<file path="src/sv/rkmp_pkg.sv">
package rkmp_pkg;

  localparam int unsigned MaxDigits = 18;
  localparam int unsigned MaxLength = 32;

  localparam int unsigned CharW  = 8;
  localparam int unsigned MantW  = 60;
  localparam int unsigned ExpW   = 7;
  localparam int unsigned SigW   = 5;
  localparam int unsigned FracW  = 6;
  localparam int unsigned DotW   = 2;
  localparam int unsigned CntW   = 6;
  localparam int unsigned LexpW  = 5;
  localparam int unsigned ExpCalcW = 8;

  localparam logic [CharW-1:0] ChDot    = 8'h2E;
  localparam logic [CharW-1:0] ChZero   = 8'h30;
  localparam logic [CharW-1:0] ChNine   = 8'h39;
  localparam logic [CharW-1:0] ChUpA    = 8'h41;
  localparam logic [CharW-1:0] ChUpZ    = 8'h5A;
  localparam logic [CharW-1:0] ChLowA   = 8'h61;
  localparam logic [CharW-1:0] ChLowZ   = 8'h7A;
  localparam logic [CharW-1:0] ChUpM    = 8'h4D;
  localparam logic [CharW-1:0] ChLowP   = 8'h70;
  localparam logic [CharW-1:0] ChLowN   = 8'h6E;
  localparam logic [CharW-1:0] ChLowU   = 8'h75;
  localparam logic [CharW-1:0] ChLowM   = 8'h6D;
  localparam logic [CharW-1:0] ChLowK   = 8'h6B;
  localparam logic [CharW-1:0] ChLowG   = 8'h67;
  localparam logic [CharW-1:0] ChLowR   = 8'h72;
  localparam logic [CharW-1:0] ChLowE   = 8'h65;
  localparam logic [CharW-1:0] CaseBit  = 8'h20;

  typedef enum logic [3:0] {
    LET_NONE  = 4'd0,
    LET_P     = 4'd1,
    LET_N     = 4'd2,
    LET_U     = 4'd3,
    LET_M_LOW = 4'd4,
    LET_M_UP  = 4'd5,
    LET_K     = 4'd6,
    LET_G     = 4'd7,
    LET_R     = 4'd8
  } letter_e;

  typedef struct packed {
    logic [MantW-1:0] acc;
    logic [SigW-1:0]  sig_cnt;
    logic [FracW-1:0] frac_cnt;
    logic [DotW-1:0]  dot_cnt;
    logic             digit_seen;
    letter_e          letter;
    logic             tail;
    logic             err;
    logic [CntW-1:0]  char_cnt;
  } rkmp_state_t;

  function automatic letter_e letter_of(input logic [CharW-1:0] c);
    logic [CharW-1:0] lc;
    letter_e          code;
    lc = c | CaseBit;
    case (lc)
      ChLowP:         code = LET_P;
      ChLowN:         code = LET_N;
      ChLowU:         code = LET_U;
      ChLowM:         code = LET_M_LOW;
      ChLowK:         code = LET_K;
      ChLowG:         code = LET_G;
      ChLowR, ChLowE: code = LET_R;
      default:        code = LET_NONE;
    endcase
    if (c == ChUpM) code = LET_M_UP;
    return code;
  endfunction

  function automatic logic signed [LexpW-1:0] letter_exp(input letter_e code,
                                                         input logic res_like);
    logic signed [LexpW-1:0] e;
    case (code)
      LET_P:     e = -5'sd12;
      LET_N:     e = -5'sd9;
      LET_U:     e = -5'sd6;
      LET_M_LOW: e = res_like ? 5'sd6 : -5'sd3;
      LET_M_UP:  e = 5'sd6;
      LET_K:     e = 5'sd3;
      LET_G:     e = 5'sd9;
      default:   e = 5'sd0;
    endcase
    return e;
  endfunction

endpackage

</file>
<file path="src/sv/rkmp_if.sv">
interface rkmp_char_if;
  import rkmp_pkg::*;
  logic             valid;
  logic             ready;
  logic [CharW-1:0] char_code;
  logic             last_char;
  logic             resistance_like;

  modport source(output valid, char_code, last_char, resistance_like, input ready);
  modport sink(input valid, char_code, last_char, resistance_like, output ready);
endinterface

interface rkmp_value_if;
  import rkmp_pkg::*;
  logic                    valid;
  logic                    ready;
  logic                    value_valid;
  logic [MantW-1:0]        mantissa;
  logic signed [ExpW-1:0]  exponent;

  modport source(output valid, value_valid, mantissa, exponent, input ready);
  modport sink(input valid, value_valid, mantissa, exponent, output ready);
endinterface

</file>
<file path="src/sv/rkmp_step.sv">
module rkmp_step (
  input  rkmp_pkg::rkmp_state_t        state_i,
  input  logic [rkmp_pkg::CharW-1:0]   char_code_i,
  output rkmp_pkg::rkmp_state_t        state_o
);
  import rkmp_pkg::*;

  logic              is_digit;
  logic              is_dot;
  logic              is_letter;
  logic [3:0]        digit;
  logic [MantW+3:0]  acc_x10;
  letter_e           code;

  assign is_digit  = (char_code_i >= ChZero) && (char_code_i <= ChNine);
  assign is_dot    = (char_code_i == ChDot);
  assign is_letter = ((char_code_i >= ChUpA) && (char_code_i <= ChUpZ)) ||
                     ((char_code_i >= ChLowA) && (char_code_i <= ChLowZ));
  assign digit     = char_code_i[3:0];
  assign acc_x10   = ({4'b0, state_i.acc} << 3) + ({4'b0, state_i.acc} << 1) +
                     {{MantW{1'b0}}, digit};
  assign code      = letter_of(char_code_i);

  always_comb begin
    state_o = state_i;
    if (state_i.char_cnt != {CntW{1'b1}}) state_o.char_cnt = state_i.char_cnt + 1'b1;
    if (state_i.letter != LET_NONE) state_o.tail = 1'b1;

    if (is_digit) begin
      state_o.digit_seen = 1'b1;
      if ((state_i.dot_cnt != '0 || state_i.letter != LET_NONE) &&
          state_i.frac_cnt != {FracW{1'b1}}) begin
        state_o.frac_cnt = state_i.frac_cnt + 1'b1;
      end
      if (state_i.acc != '0 || digit != 4'd0) begin
        if (state_i.sig_cnt <= SigW'(MaxDigits)) begin
          state_o.sig_cnt = state_i.sig_cnt + 1'b1;
          // mantissa overflow past 60 bits
          if (acc_x10[MantW+3:MantW] != 4'd0) begin
            state_o.err = 1'b1;
          end else begin
            state_o.acc = acc_x10[MantW-1:0];
          end
        end
      end
    end else if (is_dot) begin
      if (state_i.dot_cnt != {DotW{1'b1}}) state_o.dot_cnt = state_i.dot_cnt + 1'b1;
    end else if (is_letter) begin
      if (state_i.letter != LET_NONE || code == LET_NONE) begin
        state_o.err = 1'b1;
      end else begin
        state_o.letter = code;
      end
    end else begin
      state_o.err = 1'b1;
    end
  end

endmodule

</file>
<file path="src/sv/rkm_value_code_parser.sv">
// Value token parser: reads a component value such as 4R7, 1u5, 4.7k or 100
// one character per transfer on char_i and reports the parsed value on value_o.
// Each char_i transfer carries one character; last_char marks the end of the
// token, and resistance_like is taken with that last character.
// Only the last character yields a value_o transfer: value_valid, a decimal
// mantissa and a signed power-of-ten exponent (mantissa and exponent are zero
// when the token is rejected). The parser then clears for the next token.
// Throughput: one character per cycle while char_i.ready is high. Latency:
// the result is on value_o in the cycle after the last character's transfer,
// set by the one result register behind the per-character accumulator update.
// Stall: while a result waits and value_o.ready is low, char_i.ready drops;
// it stays high whenever the result register is empty or being drained.
// Reset clears the token state and empties the result register.
module rkm_value_code_parser (
  input  logic          clk_i,
  input  logic          rst_ni,
  rkmp_char_if.sink     char_i,
  rkmp_value_if.source  value_o
);
  import rkmp_pkg::*;

  rkmp_state_t             state_q;
  rkmp_state_t             state_n;
  logic                    take;
  logic                    finish;
  logic signed [ExpCalcW-1:0] lexp_ext;
  logic signed [ExpCalcW-1:0] expo;
  logic                    ok;

  logic                    out_vld_q;
  logic                    vv_q;
  logic [MantW-1:0]        mant_q;
  logic signed [ExpW-1:0]  exp_q;

  rkmp_step u_step (
    .state_i     (state_q),
    .char_code_i (char_i.char_code),
    .state_o     (state_n)
  );

  assign char_i.ready = !out_vld_q || value_o.ready;
  assign take         = char_i.valid && char_i.ready;
  assign finish       = take && char_i.last_char;

  always_comb begin
    lexp_ext = ExpCalcW'(letter_exp(state_n.letter, char_i.resistance_like));
    expo     = lexp_ext - $signed({2'b00, state_n.frac_cnt});
    ok = !state_n.err && state_n.digit_seen && (state_n.dot_cnt <= 2'd1) &&
         !(state_n.tail && state_n.dot_cnt != '0) &&
         (state_n.sig_cnt <= SigW'(MaxDigits)) &&
         (state_n.char_cnt <= CntW'(MaxLength)) &&
         (expo >= -8'sd64);
  end

  always_ff @(posedge clk_i or negedge rst_ni) begin
    if (!rst_ni) begin
      state_q   <= '0;
      out_vld_q <= 1'b0;
    end else begin
      if (take) begin
        state_q <= finish ? rkmp_state_t'('0) : state_n;
      end
      if (finish) begin
        out_vld_q <= 1'b1;
      end else if (value_o.ready) begin
        out_vld_q <= 1'b0;
      end
    end
  end

  always_ff @(posedge clk_i) begin
    if (finish) begin
      vv_q   <= ok;
      mant_q <= ok ? state_n.acc : '0;
      exp_q  <= ok ? expo[ExpW-1:0] : '0;
    end
  end

  assign value_o.valid       = out_vld_q;
  assign value_o.value_valid = vv_q;
  assign value_o.mantissa    = mant_q;
  assign value_o.exponent    = exp_q;

  a_result_after_last: assert property (@(posedge clk_i) disable iff (!rst_ni)
    finish |=> out_vld_q)
    else $error("no result after last character");

  a_clear_after_last: assert property (@(posedge clk_i) disable iff (!rst_ni)
    finish |=> (state_q == rkmp_state_t'('0)))
    else $error("token state not cleared");

  a_reject_zero: assert property (@(posedge clk_i) disable iff (!rst_ni)
    (out_vld_q && !vv_q) |-> (mant_q == '0 && exp_q == '0))
    else $error("rejected token with nonzero fields");

endmodule
</file>
<file path="src/flat_wrapper.sv">
// flat-port wrapper written by rule: the top's interface ports become plain ports
module rkm_value_code_parser_flat import rkmp_pkg::*;
  (clk_i, rst_ni, char_i_valid, char_i_char_code, char_i_last_char, char_i_resistance_like, char_i_ready, value_o_valid, value_o_value_valid, value_o_mantissa, value_o_exponent, value_o_ready);
  rkmp_char_if char_i_i ();
  rkmp_value_if value_o_i ();
  input  logic clk_i;
  input  logic rst_ni;
  input wire logic [$bits(char_i_i.valid)-1:0] char_i_valid;
  input wire logic [$bits(char_i_i.char_code)-1:0] char_i_char_code;
  input wire logic [$bits(char_i_i.last_char)-1:0] char_i_last_char;
  input wire logic [$bits(char_i_i.resistance_like)-1:0] char_i_resistance_like;
  output wire logic [$bits(char_i_i.ready)-1:0] char_i_ready;
  output wire logic [$bits(value_o_i.valid)-1:0] value_o_valid;
  output wire logic [$bits(value_o_i.value_valid)-1:0] value_o_value_valid;
  output wire logic [$bits(value_o_i.mantissa)-1:0] value_o_mantissa;
  output wire logic [$bits(value_o_i.exponent)-1:0] value_o_exponent;
  input wire logic [$bits(value_o_i.ready)-1:0] value_o_ready;
  assign char_i_i.valid = char_i_valid;
  assign char_i_i.char_code = char_i_char_code;
  assign char_i_i.last_char = char_i_last_char;
  assign char_i_i.resistance_like = char_i_resistance_like;
  assign char_i_ready = char_i_i.ready;
  assign value_o_valid = value_o_i.valid;
  assign value_o_value_valid = value_o_i.value_valid;
  assign value_o_mantissa = value_o_i.mantissa;
  assign value_o_exponent = value_o_i.exponent;
  assign value_o_i.ready = value_o_ready;
  rkm_value_code_parser u_core (.clk_i(clk_i), .rst_ni(rst_ni), .char_i(char_i_i), .value_o(value_o_i));
endmodule
</file>
<file path="config.mk">
export PLATFORM = sky130hd
export DESIGN_NAME = rkm_value_code_parser_flat
export DESIGN_NICKNAME = d
export VERILOG_FILES = /design/src/sv/rkmp_pkg.sv /design/src/sv/rkmp_if.sv /design/src/sv/rkmp_step.sv /design/src/sv/rkm_value_code_parser.sv /design/src/flat_wrapper.sv
export SDC_FILE = /design/constraint.sdc
export NUM_CORES = 1
export LEC_CHECK = 0
export BUFFER_PORTS_ARGS = -buffer_cell sky130_fd_sc_hd__buf_2
export CORE_MARGIN = 1
export CORE_UTILIZATION = 55
export CTS_BUF_LIST = sky130_fd_sc_hd__clkbuf_2
export CTS_CLUSTER_DIAMETER = 40
export DETAILED_ROUTE_END_ITERATION = 16
export PLACE_DENSITY = 0.74
export SYNTH_ARGS = -nofsm -noshare
export SYNTH_HDL_FRONTEND = slang
export SYNTH_SLANG_ARGS = --single-unit
</file>
<file path="constraint.sdc">
create_clock -name clk_i -period 6.74 [get_ports clk_i]
set_clock_uncertainty 0.1 [all_clocks]
set_input_delay 1.348 -clock clk_i [delete_from_list [all_inputs] [get_ports clk_i]]
set_output_delay 1.348 -clock clk_i [all_outputs]
set_load 0.02 [all_outputs]
</file>
==> flow_summary_export.csv, run 1 <==
group,metric,value,unit
logic_synthesis,ys_warn_count,0,
clocking,ctsResizeCount,0,
clocking,holdBufCountCts,0,
power_and_ir_drop,intPower,1.29,mW
logic_synthesis,synthFlopType,"dfrtp_1",
floorplan,rows,53,
clocking,cts_setup_buffers,0,
sta,finalMaxSlewViolations,0,
floorplan,die_area,22400,um^2
floorplan,fp.dieW,150,um
power_and_ir_drop,power.total,1.81,mW
sta,fmax,183,MHz
worst_hold_path,hold_path_class,"primary input to async pin",
floorplan,num_io_pins,84,
clocking,htreeDepth,4,
setup_path,cp_top_family,"compound AO/OA/AOI/OAI gates",
global_routing,grt_max_degree,61,
logic_synthesis,postSynthAreaPerCell,9.03,um^2
sta,tns,0,ns
setup_path,critPathMaxStageDelay,0.56,ns
placed_design,place_inst,1636,
global_routing,antenna_found_initial,1,
floorplan,core,21200,um^2
flow_run,maxCapViolations,0,
sta,worstMarginPinSlew,0.864,ns
sta,hold_violations,0,
logic_synthesis,synth-edff-count,68,
logic_synthesis,netlist_area,12000,um^2
power_and_ir_drop,ir_drop,0.120,mV
setup_path,crit_chain,"or4_4 -> or3b_4 -> nor4b_2 -> nor2_1 -> o311a_1 -> fa_1 -> a21o_1 -> a21o_1 -> a21o_1 -> a21oi_1 -> a21oi_1 -> and2_1 -> a2111oi_4 -> o211ai_4 -> buf_4 -> nor3_1",
layout,finish.utilization,60.5,%
power_and_ir_drop,powerDensity,141,nW/um^2
power_and_ir_drop,p_clk_share,32.7,%
setup_path,crit_buf_inv,1,
route,via_count,10300,
logic_synthesis,syn_inst,1326,
clocking,clk_pin_slew,0.25,ns
layout,fin_nets,1527,
layout,final_cells,1669,
floorplan,start_util,56.5,%
route,wirelength,29400,um
layout,areaGrowthSynthToFinish,7.17,%
clocking,clock-sinks,155,
setup_path,worstPathRequired,7.28,ns
floorplan,die_y,150,um
power_and_ir_drop,p_leak,5.77,nW
clocking,cts_root_buf,"clkbuf_2",
power_and_ir_drop,combPwrFrac,10.6,%
power_and_ir_drop,p_sw_share,28.8,%
setup_path,crit_top_cell,"a21o_1",
sta,whs,0.364,ns
placed_design,place_area,12600,um^2
clocking,cts_tree,"yes",
clocking,cts_buffers,17,
clocking,clk_path_buf_depth,2,
logic_synthesis,synth_async_sr_flop_share,56.1,%
logic_synthesis,synth.distinct_cells,82,
route,ant_nets,0,
setup_path,cp.arrival,6.01,ns
sta,setup_viol,0,
layout,design_area,12800,um^2
logic_synthesis,syn_nets,1473,
route,drcViolationCount,0,
sta,period_share,81.2,%
outcome,status,"completed",
layout,n_fill_cell,1883,
power_and_ir_drop,seq_power_share,56.6,%
clocking,clk_latency,0.80,ns
setup_path,cp_slowest_cell,"or4_4",
route,first_pass_iters,7,
placed_design,port_buffers,83,
route,first_iter_violations,759,
setup_path,crit_fanout,16,
logic_synthesis,yosys_register_bits,155,
sta,fin_ws,1.27,ns
route,wl_per_cell,17.6,um
logic_synthesis,ys_seq_area_share,35.2,%
power_and_ir_drop,switchingPower,0.520,mW
setup_path,crit_path_start_kind,"flop",
global_routing,overflow,0,
placed_design,gp_congestion,0.941,
global_routing,grt_pass1_vias,9899,
global_routing,grt_pass1_wl,49000,um
setup_path,cp-end-kind,"flop",
route,viasPerCell,6.20,
sta,rsz0062_at_grt,"false",
layout,drive_gt1_share,13.1,%
global_routing,track_usage,27.5,%
placed_design,pre_cts_ws,0.608,ns
placed_design,dp_hpwl,21900,um
setup_path,critPathKind,"flop to flop",
sta,maxSlewHeadroom,41.9,%
sta,fin_crit,5.47,ns
-- cells in the mapped netlist (3+ instances only) --
| cell | count | area share, % |
|---|---|---|
| a22o_1 | 15 | 1.1 |
| a21oi_1 | 138 | 5.8 |
| edfxtp_1 | 68 | 17 |
| nand2b_1 | 8 | 0.42 |
| nor4_1 | 18 | 0.94 |
| nand4_1 | 15 | 0.78 |
| xor2_1 | 23 | 1.7 |
| clkbuf_1 | 35 | 1.1 |
| a21boi_0 | 7 | 0.44 |
| a21oi_2 | 28 | 2.0 |
| o2bb2ai_1 | 44 | 3.2 |
| o2111ai_1 | 3 | 0.22 |
| xnor2_1 | 42 | 3.1 |
| a31oi_1 | 15 | 0.78 |
| and2_1 | 7 | 0.37 |
| a21o_1 | 39 | 2.4 |
| o211a_1 | 3 | 0.25 |
| o21a_1 | 14 | 0.88 |
| and4_1 | 5 | 0.37 |
| nand3b_1 | 3 | 0.19 |
| a211oi_1 | 6 | 0.38 |
| ha_1 | 130 | 14 |
| o21bai_1 | 14 | 0.88 |
| dfrtp_1 | 87 | 18 |
| inv_1 | 35 | 1.1 |
| buf_4 | 7 | 0.44 |
| o211ai_1 | 6 | 0.38 |
| buf_6 | 5 | 0.47 |
| o21ai_0 | 62 | 2.6 |
| nand2_1 | 199 | 6.2 |
| nor2_1 | 81 | 2.5 |
| nor3_1 | 22 | 0.92 |
| fa_1 | 3 | 0.50 |
| and3_1 | 13 | 0.68 |
| nor3b_1 | 3 | 0.19 |
| nor2b_1 | 7 | 0.37 |
| nand3_1 | 23 | 0.96 |
| o22ai_1 | 8 | 0.42 |
| or4_1 | 3 | 0.19 |
| or3_1 | 3 | 0.16 |
| o31ai_1 | 10 | 0.63 |
| a211o_1 | 5 | 0.37 |
| buf_2 | 15 | 0.63 |
-- cell usage in the layout, fill, tap and decap left out, types with 7 or more instances in the layout --
| cell | count |
|---|---|
| a21boi_0 | 7 |
| a21o_1 | 39 |
| a21oi_1 | 138 |
| a21oi_2 | 28 |
| a22o_1 | 15 |
| a31oi_1 | 15 |
| and2_1 | 7 |
| and3_1 | 13 |
| buf_2 | 82 |
| buf_4 | 15 |
| clkbuf_2 | 19 |
| dfrtp_1 | 87 |
| edfxtp_1 | 68 |
| ha_1 | 130 |
| inv_1 | 35 |
| nand2_1 | 198 |
| nand2b_1 | 8 |
| nand3_1 | 23 |
| nand4_1 | 15 |
| nor2_1 | 81 |
| nor2b_1 | 7 |
| nor3_1 | 22 |
| nor4_1 | 18 |
| o21a_1 | 14 |
| o21ai_0 | 62 |
| o21bai_1 | 14 |
| o22ai_1 | 8 |
| o2bb2ai_1 | 44 |
| o31ai_1 | 10 |
| xnor2_1 | 42 |
| xor2_1 | 23 |
-- layer usage --
metal	track usage (%)	routed length, um
met1	38.2	13500
met2	44.0	13700
met3	4.36	1730
met4	8.32	545
met5	0	0
-- worst register-to-register path, cell delays in order, from the launching register on --
cell       delay, ns
dfrtp_1         0.47
or4_4           0.56
or3b_4          0.43
nor4b_2         0.35
nor2_1          0.18
o311a_1         0.37
fa_1            0.49
a21o_1          0.18
a21o_1          0.19
a21o_1          0.18
a21oi_1         0.36
a21oi_1         0.07
and2_1          0.20
a2111oi_4       0.42
o211ai_4        0.27
buf_4           0.30
nor3_1          0.20
-- power by group through the flow --
stage          combinational (mW)  sequential, mW  clock (mW)
6_report                    0.192            1.02       0.592
5_1_grt                     0.213            1.03       0.638
4_1_cts                     0.194            1.02       0.598
3_5_place_dp                0.193            1.04           0
3_3_place_gp                0.188            1.04           0
2_1_floorplan               0.111            1.06           0
-- layout make-up --
type,instances,area (um^2),share of cell area (%)
clock inverter,13,165,1.29
multi-input combinational,1072,7340,57.1
clock buffer,19,95.1,0.741
antenna,1,2.50,0.0195
tap,275,344,2.68
inverter,36,135,1.05
sequential,155,4220,32.9
timing repair buffer,98,543,4.23
-- sequential cells by signal, indices dropped and copies added, names as in the netlist --
name                        count
u_core.value_o.mantissa        60
u_core.value_o.valid            1
u_core.value_o.value_valid      1
u_core.value_o.exponent         7
u_core.state_q                 86
-- worst paths after layout --
check	start	endpoint	slack (ns)	depth (start not counted)
worst max-delay path	u_core.state_q[9]$_DFFE_PN0P_	u_core.value_o.mantissa[25]$_SDFFCE_PN0P_	1.27	16
worst min-delay path	rst_ni	u_core.state_q[3]$_DFFE_PN0P_	0.36	1
worst max register to register	u_core.state_q[9]$_DFFE_PN0P_	u_core.value_o.mantissa[25]$_SDFFCE_PN0P_	1.27	16
worst min register to register	u_core.state_q[7]$_DFFE_PN0P_	u_core.state_q[7]$_DFFE_PN0P_	0.45	2
max in group asynchronous	rst_ni	u_core.state_q[60]$_DFFE_PN0P_	5.07	2
min in group clk_i	u_core.state_q[7]$_DFFE_PN0P_	u_core.state_q[7]$_DFFE_PN0P_	0.45	2
-- cells by family (layout without fill, tap and decap cells) --
group / count (synthesis) / after routing / synth area share [%]
flip-flops: 155 / 155 / 35.2
AO/OA/AOI/OAI: 451 / 451 / 25.9
AND/OR/NAND/NOR: 420 / 420 / 16.0
other: 0 / 1 / 0
XOR/XNOR: 65 / 65 / 4.75
multiplexers: 2 / 2 / 0.167
adder cells (fa/ha/maj): 134 / 134 / 14.2
buffers and inverters: 99 / 166 / 3.80
No activity file was read; power rests on OpenSTA's default activity.
==> run 2, diff against run 1 <==
Settings changed: PLACE_DENSITY 0.74 to 0.77.
Clock period 6.74 ns to 4.7 ns, I/O delays scaled along.
==> run 2 against run 1 <==
- the flow now finishes with violations (setup timing)
- sequential share of layout area down 2.4 points
- first-iteration DRC count grew 7.0%
- combinational power grew 89%
- via count up 6.6%
- cell area increased by 7.8%
- total power up 46%
- setup slack worse by 1.4 ns
- register-to-register slack lost 1.4 ns
- sequential cell count unchanged
- non-clock buffer count is 95 higher
- die area is the same
- final cell count is 5.8% higher
- critical endpoint is now u_core.value_o.mantissa[48]$_SDFFCE_PN0P_
==> flow_summary_export.csv, run 2 (synthesized netlist as in run 1, its figures left out) <==
group,metric,value,unit
worst_hold_path,hold_path_class,"primary input to async pin",
route,ant_nets,0,
sta,tns,-3.23,ns
sta,worstMarginPinSlew,0.903,ns
setup_path,critPathKind,"flop to flop",
floorplan,start_util,56.5,%
setup_path,crit_start,"u_core.state_q[10]$_DFFE_PN0P_",
setup_path,cp.arrival,5.39,ns
layout,final_common_cell,"nand2_1",
setup_path,worstPathRequired,5.27,ns
route,wirelength,32400,um
power_and_ir_drop,ir_drop,0.121,mV
power_and_ir_drop,switchingPower,0.785,mW
clocking,holdBufCountCts,0,
global_routing,overflow,0,
setup_path,cp_slowest_cell,"or4_4",
floorplan,die_area,22400,um^2
power_and_ir_drop,powerDensity,191,nW/um^2
power_and_ir_drop,p_sw_share,29.7,%
global_routing,grt-busiest-layer,"met2",
layout,fin_nets,1622,
sta,finalMaxSlewViolations,0,
layout,areaGrowthSynthToFinish,15.5,%
setup_path,crit_top_cell,"a21o_1",
clocking,htreeDepth,4,
global_routing,track_usage,29.5,%
route,via_count,11000,
global_routing,grt_pass1_vias,10500,
sta,maxSlewHeadroom,39.8,%
power_and_ir_drop,p_clk_share,30.7,%
global_routing,use_met1,39.4,%
sta,fin_ws,-0.126,ns
sta,rsz0062_at_grt,"true",
flow_run,maxCapViolations,0,
clocking,cts_root_buf,"clkbuf_2",
setup_path,crit_fanout,7,
clocking,cts_buffers,17,
power_and_ir_drop,intPower,1.85,mW
floorplan,core,21200,um^2
global_routing,grt_pass1_wl,52400,um
global_routing,gr-usage-met2,49.3,%
layout,mostFrequentLayoutCells,"198 x nand2_1, 129 x ha_1, 122 x a21oi_1",
outcome,violations,"setup timing",
layout,final_cells,1765,
layout,finish.utilization,65.2,%
setup_path,r2r_start,"u_core.state_q[10]$_DFFE_PN0P_",
placed_design,gp_congestion,0.958,
setup_path,crit_path_end,"u_core.value_o.mantissa[48]$_SDFFCE_PN0P_",
setup_path,crit_chain,"or4_4 -> or3b_4 -> buf_6 -> nor2_4 -> a21oi_4 -> o31ai_2 -> o21ai_1 -> nand2_1 -> ha_2 -> inv_2 -> fa_2 -> a21o_1 -> a21o_1 -> a21o_1 -> a21oi_4 -> a21oi_2 -> and2_4 -> a2111oi_4 -> o211ai_4 -> buf_6 -> clkbuf_16 -> a21oi_2",
layout,regMostFlops,"u_core.state_q",
route,first_iter_violations,812,
clocking,clock-sinks,155,
floorplan,num_io_pins,84,
setup_path,crit_path_start_kind,"flop",
clocking,clk_path_buf_depth,2,
global_routing,grt_max_degree,64,
setup_path,reg2reg_to,"u_core.value_o.mantissa[48]$_SDFFCE_PN0P_",
route,viasPerCell,6.24,
placed_design,dp_hpwl,24300,um
floorplan,die_y,150,um
clocking,cts_tree,"yes",
layout,largest_reg_flops,86,
power_and_ir_drop,combPwrFrac,13.7,%
setup_path,r2r_setup_slack,-0.13,ns
power_and_ir_drop,seq_power_share,55.6,%
setup_path,cp.depth,22,
outcome,status,"finished with violations",
layout,drive_gt1_share,20.7,%
setup_path,cp-end-kind,"flop",
route,wl_per_cell,18.4,um
clocking,clk_pin_slew,0.25,ns
route,first_pass_iters,5,
floorplan,fp.dieW,150,um
power_and_ir_drop,p_leak,6.28,nW
placed_design,port_buffers,83,
global_routing,antenna_found_initial,1,
sta,period_share,103,%
sta,hold_violations,0,
clocking,clk_latency,0.82,ns
sta,fin_crit,4.83,ns
setup_path,r2r_cells,22,
setup_path,crit_buf_inv,4,
sta,fmax,207,MHz
global_routing,use_met3,3.69,%
layout,n_fill_cell,1780,
route,drcViolationCount,0,
placed_design,place_inst,1724,
setup_path,critPathMaxStageDelay,0.55,ns
floorplan,rows,53,
sta,setup_viol,41,
setup_path,cp_top_family,"compound AO/OA/AOI/OAI gates",
==> run 2: changes by cell type in the layout (fill, tap and decap cells not counted), sizes merged <==
cell      before  now
clkinvlp       0    3
diode          1    2
bufinv         3    2
buf           98  192
clkinv         6    4
inv           40   41
==> run 2: stage by stage <==
step	total power, mW	hold slack (ns)	worst slack [ns]	cell area [um^2]
floorplan	1.69	0.363	0.00169	12000
detailed placement	1.84	0.395	-0.362	13300
global route	2.73	0.0839	-0.292	13800
global placement	1.83	0.375	-0.305	13300
CTS	2.63	0.101	0.0112	13700
finish	2.64	0.0662	-0.126	13800
==> run 2: layout make-up <==
class	instances	area (um^2)	share of cell area, %
Timing Repair Buffer	193	1400	10.1
Multi-Input combinational cell	1072	7490	54.1
Clock inverter	14	159	1.15
Tap cell	275	344	2.49
Sequential cell	155	4220	30.5
Clock buffer	18	90.1	0.651
Inverter	36	135	0.976
Antenna cell	2	5.00	0.0362
==> run 2: how the worst min path moves through the flow <==
stage                     depth (start not counted)                      startpoint  slack, ns                             end
after detailed placement                          2   u_core.state_q[7]$_DFFE_PN0P_       0.40   u_core.state_q[7]$_DFFE_PN0P_
final                                             1                          rst_ni       0.07   u_core.state_q[3]$_DFFE_PN0P_
after global placement                            2  u_core.state_q[12]$_DFFE_PN0P_       0.38  u_core.state_q[12]$_DFFE_PN0P_
after CTS                                         1                          rst_ni       0.10  u_core.state_q[32]$_DFFE_PN0P_
after global routing                              1                          rst_ni       0.08   u_core.state_q[1]$_DFFE_PN0P_
after floorplan                                   2  u_core.state_q[12]$_DFFE_PN0P_       0.36  u_core.state_q[12]$_DFFE_PN0P_
==> run 2: layer usage <==
metal	up-vias	share of wire, %
li1	5225	-
met1	5373	45
met2	361	48
met3	60	4.8
met4	0	2.4
met5	-	0
==> run 2: power by group through the flow <==
stage	registers [mW]	logic [mW]	clock network, mW
2_1_floorplan	1.52	0.165	0
3_3_place_gp	1.49	0.337	0
3_5_place_dp	1.49	0.343	0
4_1_cts	1.47	0.348	0.815
5_1_grt	1.47	0.393	0.863
6_report	1.47	0.362	0.810
==> run 2: timing repair <==
action / in CTS / in global routing
gates cloned: 0 / 1
setup endpoints to repair: 67 / 74
pin swaps: 2 / 13
buffers inserted: 1 / 5
hold endpoints to repair: 0 / 0
resized for setup: 11 / 33
